**src/sv/rad_pkg.sv**
```systemverilog
`default_nettype none
package rad_pkg;

  // Result kinds.
  localparam logic [1:0] KIND_HEADER = 2'd0;
  localparam logic [1:0] KIND_DATA   = 2'd1;
  localparam logic [1:0] KIND_ERROR  = 2'd2;

  // Sub-header geometry.
  localparam logic [3:0] HDR_LEN        = 4'd11;
  localparam logic [3:0] HDR_SHIFT_LEN  = 4'd8;
  localparam int         SID_WIDTH      = 24;
  localparam logic [31:0] TS_MASK       = 32'h7FFF_FFFF;
  localparam logic [23:0] BACKPTR_LEN   = 24'd4;

  // Forwarded sub-message types.
  localparam logic [7:0] TYPE_AUDIO = 8'd8;
  localparam logic [7:0] TYPE_VIDEO = 8'd9;

  typedef struct packed {
    logic [7:0]  payload_byte;
    logic        aggregate_start;
    logic [23:0] aggregate_length;
    logic [31:0] parent_timestamp;
  } in_item_t;

  typedef struct packed {
    logic [1:0]           kind;
    logic [7:0]           sub_type;
    logic [23:0]          payload_size;
    logic [31:0]          rebased_timestamp;
    logic [30:0]          raw_timestamp;
    logic [SID_WIDTH-1:0] sub_stream_id;
    logic [7:0]           data_out;
    logic                 last_of_message;
  } res_t;

  // Handshake between the parser and the output register.
  typedef struct packed {
    logic valid;
    res_t res;
  } res_stat_t;

endpackage
`default_nettype wire

```
**src/sv/rad_ifs.sv**
```systemverilog
`default_nettype none
interface rad_in_if;
  logic        valid;
  logic        ready;
  logic [7:0]  payload_byte;
  logic        aggregate_start;
  logic [23:0] aggregate_length;
  logic [31:0] parent_timestamp;

  modport source (output valid, payload_byte, aggregate_start, aggregate_length,
                  parent_timestamp, input ready);
  modport sink (input valid, payload_byte, aggregate_start, aggregate_length,
                parent_timestamp, output ready);
endinterface

interface rad_out_if;
  logic        valid;
  logic        ready;
  logic [1:0]  kind;
  logic [7:0]  sub_type;
  logic [23:0] payload_size;
  logic [31:0] rebased_timestamp;
  logic [30:0] raw_timestamp;
  logic [23:0] sub_stream_id;
  logic [7:0]  data_out;
  logic        last_of_message;

  modport source (output valid, kind, sub_type, payload_size, rebased_timestamp,
                  raw_timestamp, sub_stream_id, data_out, last_of_message,
                  input ready);
  modport sink (input valid, kind, sub_type, payload_size, rebased_timestamp,
                raw_timestamp, sub_stream_id, data_out, last_of_message,
                output ready);
endinterface
`default_nettype wire

```
**src/sv/rad_in_reg.sv**
```systemverilog
`default_nettype none
module rad_in_reg (
  input  wire logic              clk,
  input  wire logic              rst_n,
  input  wire logic              in_valid,
  output logic                   in_ready,
  input  wire rad_pkg::in_item_t in_item,
  input  wire logic              advance,
  output logic                   item_valid,
  output rad_pkg::in_item_t      item
);

  logic              valid_r, valid_nxt;
  rad_pkg::in_item_t item_r;

  assign in_ready   = !valid_r || advance;
  assign item_valid = valid_r;
  assign item       = item_r;

  always_comb begin
    valid_nxt = valid_r;
    if (in_ready) begin
      valid_nxt = in_valid;
    end
  end

  always_ff @(posedge clk) begin
    if (!rst_n) begin
      valid_r <= 1'b0;
    end else begin
      valid_r <= valid_nxt;
    end
  end

  always_ff @(posedge clk) begin
    if (in_ready && in_valid) begin
      item_r <= in_item;
    end
  end

endmodule
`default_nettype wire

```
**src/sv/rad_parser.sv**
```systemverilog
`default_nettype none
module rad_parser (
  input  wire logic              clk,
  input  wire logic              rst_n,
  input  wire logic              advance,
  input  wire rad_pkg::in_item_t item,
  output rad_pkg::res_stat_t     stat
);

  localparam logic [1:0] PH_HEADER  = 2'd0;
  localparam logic [1:0] PH_DATA    = 2'd1;
  localparam logic [1:0] PH_BACKPTR = 2'd2;

  logic [1:0]  phase_r, phase_nxt;
  logic [3:0]  field_count_r, field_count_nxt;
  logic [23:0] bla_r, bla_nxt;
  logic [23:0] blm_r, blm_nxt;
  logic [63:0] hdr_shift_r, hdr_shift_nxt;
  logic [rad_pkg::SID_WIDTH-1:0] sid_shift_r, sid_shift_nxt;
  logic [30:0] base_time_r, base_time_nxt;
  logic        have_base_r, have_base_nxt;
  logic [31:0] parent_time_r, parent_time_nxt;
  logic        fwd_r, fwd_nxt;

  logic [7:0]  hdr_type;
  logic [23:0] hdr_size;
  logic [30:0] hdr_ts;

  always_comb begin
    phase_nxt       = phase_r;
    field_count_nxt = field_count_r;
    bla_nxt         = bla_r;
    blm_nxt         = blm_r;
    hdr_shift_nxt   = hdr_shift_r;
    sid_shift_nxt   = sid_shift_r;
    base_time_nxt   = base_time_r;
    have_base_nxt   = have_base_r;
    parent_time_nxt = parent_time_r;
    fwd_nxt         = fwd_r;
    stat            = '0;

    hdr_type = hdr_shift_nxt[63:56];
    hdr_size = hdr_shift_nxt[55:32];
    hdr_ts   = 31'({hdr_shift_nxt[7:0], hdr_shift_nxt[31:8]} & rad_pkg::TS_MASK);

    if (advance) begin
      // A start flag resets the parse even in the middle of an aggregate.
      if (item.aggregate_start) begin
        bla_nxt         = item.aggregate_length;
        parent_time_nxt = item.parent_timestamp;
        have_base_nxt   = 1'b0;
        phase_nxt       = PH_HEADER;
        field_count_nxt = '0;
        blm_nxt         = '0;
        fwd_nxt         = 1'b0;
      end
      if (bla_nxt != '0) begin
        bla_nxt = bla_nxt - 24'd1;
        case (phase_nxt)
          PH_HEADER: begin
            if (field_count_nxt < rad_pkg::HDR_SHIFT_LEN) begin
              hdr_shift_nxt = {hdr_shift_nxt[55:0], item.payload_byte};
            end else begin
              sid_shift_nxt = {sid_shift_nxt[rad_pkg::SID_WIDTH-9:0], item.payload_byte};
            end
            field_count_nxt = field_count_nxt + 4'd1;
            hdr_type = hdr_shift_nxt[63:56];
            hdr_size = hdr_shift_nxt[55:32];
            hdr_ts   = 31'({hdr_shift_nxt[7:0], hdr_shift_nxt[31:8]} & rad_pkg::TS_MASK);
            if (field_count_nxt < rad_pkg::HDR_LEN) begin
              if (bla_nxt == '0) begin
                stat.valid      = 1'b1;
                stat.res.kind   = rad_pkg::KIND_ERROR;
                phase_nxt       = PH_HEADER;
                field_count_nxt = '0;
                blm_nxt         = '0;
                fwd_nxt         = 1'b0;
              end
            end else begin
              field_count_nxt = '0;
              // The first sub-message of an aggregate sets the time base.
              if (!have_base_nxt) begin
                base_time_nxt = hdr_ts;
                have_base_nxt = 1'b1;
              end
              if ({1'b0, bla_nxt} < ({1'b0, hdr_size} + {1'b0, rad_pkg::BACKPTR_LEN})) begin
                stat.valid      = 1'b1;
                stat.res.kind   = rad_pkg::KIND_ERROR;
                bla_nxt         = '0;
                phase_nxt       = PH_HEADER;
                field_count_nxt = '0;
                blm_nxt         = '0;
                fwd_nxt         = 1'b0;
              end else begin
                fwd_nxt = (hdr_type == rad_pkg::TYPE_AUDIO) ||
                          (hdr_type == rad_pkg::TYPE_VIDEO);
                if (hdr_size != '0) begin
                  phase_nxt = PH_DATA;
                  blm_nxt   = hdr_size;
                end else begin
                  phase_nxt = PH_BACKPTR;
                  blm_nxt   = rad_pkg::BACKPTR_LEN;
                end
                if (fwd_nxt) begin
                  stat.valid                 = 1'b1;
                  stat.res.kind              = rad_pkg::KIND_HEADER;
                  stat.res.sub_type          = hdr_type;
                  stat.res.payload_size      = hdr_size;
                  stat.res.rebased_timestamp = parent_time_nxt +
                                               ({1'b0, hdr_ts} - {1'b0, base_time_nxt});
                  stat.res.raw_timestamp     = hdr_ts;
                  stat.res.sub_stream_id     = sid_shift_nxt;
                end
              end
            end
          end
          PH_DATA: begin
            blm_nxt = blm_nxt - 24'd1;
            if (fwd_nxt) begin
              stat.valid               = 1'b1;
              stat.res.kind            = rad_pkg::KIND_DATA;
              stat.res.data_out        = item.payload_byte;
              stat.res.last_of_message = (blm_nxt == '0);
            end
            if (blm_nxt == '0) begin
              phase_nxt = PH_BACKPTR;
              blm_nxt   = rad_pkg::BACKPTR_LEN;
            end
          end
          default: begin
            // Back-pointer bytes are counted off and dropped.
            if (blm_nxt != '0) begin
              blm_nxt = blm_nxt - 24'd1;
            end
            if (blm_nxt == '0) begin
              phase_nxt       = PH_HEADER;
              field_count_nxt = '0;
              fwd_nxt         = 1'b0;
            end
          end
        endcase
      end
    end
  end

  always_ff @(posedge clk) begin
    if (!rst_n) begin
      phase_r       <= PH_HEADER;
      field_count_r <= '0;
      bla_r         <= '0;
      blm_r         <= '0;
      have_base_r   <= 1'b0;
      fwd_r         <= 1'b0;
    end else begin
      phase_r       <= phase_nxt;
      field_count_r <= field_count_nxt;
      bla_r         <= bla_nxt;
      blm_r         <= blm_nxt;
      have_base_r   <= have_base_nxt;
      fwd_r         <= fwd_nxt;
    end
  end

  always_ff @(posedge clk) begin
    hdr_shift_r   <= hdr_shift_nxt;
    sid_shift_r   <= sid_shift_nxt;
    base_time_r   <= base_time_nxt;
    parent_time_r <= parent_time_nxt;
  end

`ifndef SYNTHESIS
  a_fc_range: assert property (@(posedge clk) disable iff (!rst_n)
    field_count_r < rad_pkg::HDR_LEN)
    else $error("field count out of range");

  a_fc_header: assert property (@(posedge clk) disable iff (!rst_n)
    (field_count_r != '0) |-> (phase_r == PH_HEADER))
    else $error("field count nonzero outside header phase");

  a_data_left: assert property (@(posedge clk) disable iff (!rst_n)
    (phase_r == PH_DATA) |-> (blm_r != '0))
    else $error("data phase with no bytes left");

  a_bp_left: assert property (@(posedge clk) disable iff (!rst_n)
    (phase_r == PH_BACKPTR) |-> ((blm_r != '0) && (blm_r <= rad_pkg::BACKPTR_LEN)))
    else $error("back-pointer count out of range");

  a_err_flush: assert property (@(posedge clk) disable iff (!rst_n)
    (stat.valid && (stat.res.kind == rad_pkg::KIND_ERROR)) |=> (bla_r == '0))
    else $error("aggregate not discarded after error");
`endif

endmodule
`default_nettype wire

```
**src/sv/rad_out_reg.sv**
```systemverilog
`default_nettype none
module rad_out_reg (
  input  wire logic               clk,
  input  wire logic               rst_n,
  input  wire logic               advance,
  input  wire rad_pkg::res_stat_t stat,
  output logic                    can_take,
  output logic                    out_valid,
  input  wire logic               out_ready,
  output rad_pkg::res_t           out_res
);

  logic          valid_r, valid_nxt;
  rad_pkg::res_t res_r;

  assign can_take  = !valid_r || out_ready;
  assign out_valid = valid_r;
  assign out_res   = res_r;

  always_comb begin
    valid_nxt = valid_r;
    if (can_take) begin
      valid_nxt = advance && stat.valid;
    end
  end

  always_ff @(posedge clk) begin
    if (!rst_n) begin
      valid_r <= 1'b0;
    end else begin
      valid_r <= valid_nxt;
    end
  end

  always_ff @(posedge clk) begin
    if (advance && stat.valid) begin
      res_r <= stat.res;
    end
  end

endmodule
`default_nettype wire

```
**src/sv/rtmp_aggregate_deframer.sv**
```systemverilog
`default_nettype none
// Aggregate message deframer: takes the aggregate payload one byte per item
// and returns the headers and data bytes of audio and video sub-messages and
// truncation errors, at most one result per byte. A byte waits in the input
// register while the parser works on it combinationally, and its result is
// registered in the output register when the byte moves on; while the output
// is not stalled the sustained rate is one byte per cycle. The parse state
// (counters and header shift registers) is updated once per byte. A byte moves
// on only when the output register can take a result, so output stalls hold
// the parser, and in_ready follows out_ready combinationally through the
// one-deep input stage.
module rtmp_aggregate_deframer (
  input wire logic clk,
  input wire logic rst_n,
  rad_in_if.sink   in_ch,
  rad_out_if.source out_ch
);

  rad_pkg::in_item_t  in_item;
  rad_pkg::in_item_t  item;
  rad_pkg::res_stat_t stat;
  rad_pkg::res_t      out_res;
  logic               item_valid;
  logic               can_take;
  logic               advance;

  assign in_item.payload_byte     = in_ch.payload_byte;
  assign in_item.aggregate_start  = in_ch.aggregate_start;
  assign in_item.aggregate_length = in_ch.aggregate_length;
  assign in_item.parent_timestamp = in_ch.parent_timestamp;

  assign advance = item_valid && can_take;

  rad_in_reg u_in_reg (
    .clk        (clk),
    .rst_n      (rst_n),
    .in_valid   (in_ch.valid),
    .in_ready   (in_ch.ready),
    .in_item    (in_item),
    .advance    (advance),
    .item_valid (item_valid),
    .item       (item)
  );

  rad_parser u_parser (
    .clk     (clk),
    .rst_n   (rst_n),
    .advance (advance),
    .item    (item),
    .stat    (stat)
  );

  rad_out_reg u_out_reg (
    .clk       (clk),
    .rst_n     (rst_n),
    .advance   (advance),
    .stat      (stat),
    .can_take  (can_take),
    .out_valid (out_ch.valid),
    .out_ready (out_ch.ready),
    .out_res   (out_res)
  );

  assign out_ch.kind              = out_res.kind;
  assign out_ch.sub_type          = out_res.sub_type;
  assign out_ch.payload_size      = out_res.payload_size;
  assign out_ch.rebased_timestamp = out_res.rebased_timestamp;
  assign out_ch.raw_timestamp     = out_res.raw_timestamp;
  assign out_ch.sub_stream_id     = out_res.sub_stream_id;
  assign out_ch.data_out          = out_res.data_out;
  assign out_ch.last_of_message   = out_res.last_of_message;

endmodule
`default_nettype wire

```
**src/flat_wrapper.sv**
```systemverilog
// flat-port wrapper written by rule: the top's interface ports become plain ports
module rtmp_aggregate_deframer_flat 
  (clk, rst_n, in_ch_valid, in_ch_payload_byte, in_ch_aggregate_start, in_ch_aggregate_length, in_ch_parent_timestamp, in_ch_ready, out_ch_valid, out_ch_kind, out_ch_sub_type, out_ch_payload_size, out_ch_rebased_timestamp, out_ch_raw_timestamp, out_ch_sub_stream_id, out_ch_data_out, out_ch_last_of_message, out_ch_ready);
  rad_in_if in_ch_i ();
  rad_out_if out_ch_i ();
  input wire logic clk;
  input wire logic rst_n;
  input wire logic [$bits(in_ch_i.valid)-1:0] in_ch_valid;
  input wire logic [$bits(in_ch_i.payload_byte)-1:0] in_ch_payload_byte;
  input wire logic [$bits(in_ch_i.aggregate_start)-1:0] in_ch_aggregate_start;
  input wire logic [$bits(in_ch_i.aggregate_length)-1:0] in_ch_aggregate_length;
  input wire logic [$bits(in_ch_i.parent_timestamp)-1:0] in_ch_parent_timestamp;
  output wire logic [$bits(in_ch_i.ready)-1:0] in_ch_ready;
  output wire logic [$bits(out_ch_i.valid)-1:0] out_ch_valid;
  output wire logic [$bits(out_ch_i.kind)-1:0] out_ch_kind;
  output wire logic [$bits(out_ch_i.sub_type)-1:0] out_ch_sub_type;
  output wire logic [$bits(out_ch_i.payload_size)-1:0] out_ch_payload_size;
  output wire logic [$bits(out_ch_i.rebased_timestamp)-1:0] out_ch_rebased_timestamp;
  output wire logic [$bits(out_ch_i.raw_timestamp)-1:0] out_ch_raw_timestamp;
  output wire logic [$bits(out_ch_i.sub_stream_id)-1:0] out_ch_sub_stream_id;
  output wire logic [$bits(out_ch_i.data_out)-1:0] out_ch_data_out;
  output wire logic [$bits(out_ch_i.last_of_message)-1:0] out_ch_last_of_message;
  input wire logic [$bits(out_ch_i.ready)-1:0] out_ch_ready;
  assign in_ch_i.valid = in_ch_valid;
  assign in_ch_i.payload_byte = in_ch_payload_byte;
  assign in_ch_i.aggregate_start = in_ch_aggregate_start;
  assign in_ch_i.aggregate_length = in_ch_aggregate_length;
  assign in_ch_i.parent_timestamp = in_ch_parent_timestamp;
  assign in_ch_ready = in_ch_i.ready;
  assign out_ch_valid = out_ch_i.valid;
  assign out_ch_kind = out_ch_i.kind;
  assign out_ch_sub_type = out_ch_i.sub_type;
  assign out_ch_payload_size = out_ch_i.payload_size;
  assign out_ch_rebased_timestamp = out_ch_i.rebased_timestamp;
  assign out_ch_raw_timestamp = out_ch_i.raw_timestamp;
  assign out_ch_sub_stream_id = out_ch_i.sub_stream_id;
  assign out_ch_data_out = out_ch_i.data_out;
  assign out_ch_last_of_message = out_ch_i.last_of_message;
  assign out_ch_i.ready = out_ch_ready;
  rtmp_aggregate_deframer u_core (.clk(clk), .rst_n(rst_n), .in_ch(in_ch_i), .out_ch(out_ch_i));
endmodule
```
**config.mk**
```make
export PLATFORM = sky130hd
export DESIGN_NAME = rtmp_aggregate_deframer_flat
export DESIGN_NICKNAME = d
export VERILOG_FILES = /design/src/sv/rad_pkg.sv /design/src/sv/rad_ifs.sv /design/src/sv/rad_in_reg.sv /design/src/sv/rad_parser.sv /design/src/sv/rad_out_reg.sv /design/src/sv/rtmp_aggregate_deframer.sv /design/src/flat_wrapper.sv
export SDC_FILE = /design/constraint.sdc
export NUM_CORES = 1
export LEC_CHECK = 0
export BUFFER_PORTS_ARGS = -buffer_cell sky130_fd_sc_hd__buf_2
export CORE_AREA = 2 2 240 242
export DETAILED_ROUTE_END_ITERATION = 10
export DIE_AREA = 0 0 242 244
export GPL_TIMING_DRIVEN = 0
export PLACE_DENSITY = 0.65
export SETUP_SLACK_MARGIN = 0.3
export SYNTH_ARGS = -nofsm -noshare
export SYNTH_HDL_FRONTEND = slang
export SYNTH_HIERARCHICAL = 1
export SYNTH_SLANG_ARGS = --single-unit
```
**constraint.sdc**
```tcl
create_clock -name clk -period 9.7 [get_ports clk]
set_clock_uncertainty 0.05 [all_clocks]
set_input_delay 1.94 -clock clk [delete_from_list [all_inputs] [get_ports clk]]
set_output_delay 1.94 -clock clk [all_outputs]
set_load 0.01 [all_outputs]
```
==> summary.txt <==
Floorplan
  – Die Span X: 242 um
  – Die area: 59000 um^2
  – Die height: around 240 um
  – IO Count: about 200
  – Core box area: 56200 um^2
  – Row count: 87
  – Starting Density: 0.387

Detailed routing
  – Detailed Route Iter0 Violations: 1803
  – Drt pass-1 iters: 8
  – Remaining DRCs: 0
  – Drt via density: 5.66
  – Routed wire length: approximately 70000 um
  – Via count: 17.4k
  – Drt wl/cell: 22.8 um
  – Antenna Nets Post-Route: 0

Logic synthesis
  – Synth Register Bits: 404
  – Count leader, synth: edfxtp_1
  – Synth async-reset ratio: 0
  – Mapped Cells: 2017
  – Yosys top cell area share: 0.478
  – Yosys cell types: 87
  – Synthesis Warnings: 6
  – Synthesized area: around 22000 um^2
  – Post-synthesis area per instance: roughly 11 um^2
  – Top post-synthesis cells by count: 346 x edfxtp_1, 238 x nand2_1, 185 x nor2_1
  – Top_reg_cell synth: edfxtp_1
  – Synth area leaders: edfxtp_1 48%, dfxtp_1 5.3%, nand2_1 4.1%, mux2i_1 3.6%, ha_1 3.6%
  – Sequential-to-total area share from yosys stat: 0.531
  – Leading area contributor after synthesis: edfxtp_1
  – EDFF count, synth: around 350

STA
  – Slew HR: 0.0798
  – TNS Setup: 0 ns
  – Final setup fails: 0
  – Fmax: 110 MHz
  – Final setup margin: ~0.64 ns
  – Fin crit share: 0.934
  – Worst-Margin Slew: approximately 1.3 ns
  – RSZ-0062 raised after global routing: false
  – Final Critical Period: around 9 ns
  – Final hold slack: around 0.43 ns
  – Final Hold Fails: 0
  – Pins Over Slew Limit: 0

Worst setup path
  – Critical path arrival: 9.29 ns
  – R2R cell count: 27
  – Worst endpoint required time: 9.93 ns
  – R2r setup slk: 0.64 ns
  – R2R Path Start: u_core/u_in_reg/item[56]
  – Crit-path max FO: 50
  – Setup crit end kind: register
  – Worst Setup Path Type: reg2reg
  – Setup crit start kind: register
  – Worst reg2reg path endpoint: u_core/u_out_reg/out_res[53]

Placed design
  – DP Cell Count: 2983
  – IO buf count: 200
  – Dpl ws: -0.720 ns
  – Post-DP HPWL: 51300 um
  – GPL Wtd Cong: 0.918

GRT
  – GRT overflow: 0
  – Pin count of the biggest net entering global routing: slightly above 80
  – First-pass GRT wire length: 104000 um
  – Initial antenna violation count: 1
  – Gr usage total: 0.231
  – Vias in the first global route: 17.1k

Hold path
  – Worst Hold Depth: 1
  – Hold path start: u_core/u_parser/bla_r[20]
  – Worst hold endpoint: u_core/u_parser/bla_r[20]
  – Hold Crit Class: reg2reg

Clocking
  – Num Clock Sinks: 404
  – H-tree depth: 2
  – Clk_lat worst skew: 0.60 ns
  – Clock root buffer: clkbuf_16
  – TritonCTS clock tree: built
  – Setup bufs post-CTS: 0
  – Clk slew on worst S/H paths: 0.06 ns
  – CTS buffer count: 46
  – CTS max path bufs: 3
  – Hold_buf cts: 0

Job
  – Max_cap viols: 0

Finish
  – Layout area overhead: 17.4%
  – Layout cells sized above 1: 0.163
  – Nets@finish: around 2.4k
  – Fin cells: 3071

Power and ir drop
  – PwrDens: approximately 180 nW/um^2
  – Total chip power: 4.51 mW
  – Max IR drop VDD: around 0.13 mV
  – P_leak: 9.56 nW

Run status
  – Status: finished, final reports clean
-- critical path, stage by stage, from the launching register on --
cell and delay (ns):
edfxtp_1 0.54, buf_2 0.37, clkbuf_4 0.34, buf_4 0.28, buf_4 0.29, clkbuf_4 0.32, clkbuf_2 0.32, buf_4 0.35
mux2i_2 0.34, ha_1 0.32, or4bb_1 0.58, a21boi_2 0.28, nand4_1 0.14, xor2_1 0.37, ha_1 0.32, a21o_1 0.20
a211o_1 0.33, or4_1 0.40, o32ai_1 0.28, a32oi_1 0.09, o211ai_1 0.37, buf_2 0.33, o31ai_1 0.13, a21oi_1 0.20
o21a_1 0.20, nand2_1 0.17, bufinv_16 0.40, clkbuf_16 0.34
-- cell type report --
cell class	count	area, um^2
Sequential cell	404	11600
Buffer	104	465
Timing Repair Buffer	206	1130
Inverter	117	468
Clock inverter	32	427
Tap cell	756	946
Multi-Input combinational cell	1397	9370
Antenna cell	1	2.50
Fill cell	5245	30600
Clock buffer	54	1180
-- state kept, by name, summed over array words and instances (netlist names), 24 cells and up --
signal                         flops
u_core/u_parser/blm_r             24
u_core/u_out_reg/out_res         130
u_core/u_in_reg/item              65
u_core/u_parser/parent_time_r     32
u_core/u_parser/hdr_shift_r       64
u_core/u_parser/base_time_r       31
u_core/u_parser/sid_shift_r       24
u_core/u_parser/bla_r             24
-- cell usage in the layout, fill, tap and decap left out, types with 47 or more instances in the layout --
cell type,n
clkbuf_16,47
ha_1,63
mux2i_1,78
nor2_1,184
nand3_1,67
nand2_1,238
dfxtp_1,58
a21oi_1,108
edfxtp_1,346
buf_2,220
inv_1,115
o21ai_0,77
clkbuf_1,67
-- per-layer routing --
layer / track usage / vias to the layer above / part of all wire / wire (um)
met2: 0.364 / 796 / 0.46 / 31800
li1: - / 7918 / - / -
met4: 0.0977 / 0 / 0.037 / 2600
met3: 0.0423 / 171 / 0.075 / 5230
met5: 0 / - / 0 / 0
met1: 0.314 / 8500 / 0.43 / 30200
-- worst max-delay path by stage --
stage / slack (ns) / start / end / depth (start not counted)
finish: 0.64 / u_core/u_in_reg/item[56] / u_core/u_out_reg/out_res[53] / 27
global route: 0.34 / u_core/u_in_reg/item[56] / u_core/u_out_reg/out_res[51] / 27
CTS: 0.34 / u_core/u_in_reg/item[56] / u_core/u_out_reg/out_res[7] / 27
detailed placement: -0.72 / u_core/u_in_reg/item[56] / u_core/u_out_reg/out_res[18] / 27
global placement: -3.76 / u_core/u_in_reg/item[56] / u_core/u_out_reg/out_res[22] / 26
floorplan: 0.60 / u_core/u_in_reg/item[56] / u_core/u_out_reg/out_res[0] / 26
-- power by group --
part	total [mW]	internal [mW]	switching, mW
Combinational	0.686	0.259	0.427
Clock	1.86	1.12	0.740
Sequential	1.97	1.93	0.0349
Total	4.51	3.31	1.20
-- cells by family after synthesis --
kind of cell | Yosys count | synth area share
AO/OA/AOI/OAI | 404 | 0.122
AND/OR/NAND/NOR | 696 | 0.153
XOR/XNOR | 79 | 0.0318
multiplexers | 118 | 0.0565
flip-flops | 404 | 0.531
other | 1 | 0.000172
adder cells (fa/ha/maj) | 94 | 0.0648
buffers and inverters | 221 | 0.0409
-- through the flow --
| step | util | area [um^2] |
|---|---|---|
| floorplan | - | 21800 |
| global placement | 0.422 | 23700 |
| detailed placement | 0.424 | 23800 |
| CTS | 0.453 | 25500 |
| global route | 0.455 | 25500 |
| finish | 0.455 | 25500 |
-- repair_timing --
action / 4_1_cts / 5_1_grt
endpoints found under the setup margin: 223 / 160
cloned: 0 / 1
resized for setup: 8 / 7
No activity file was read; power rests on OpenSTA's default activity.
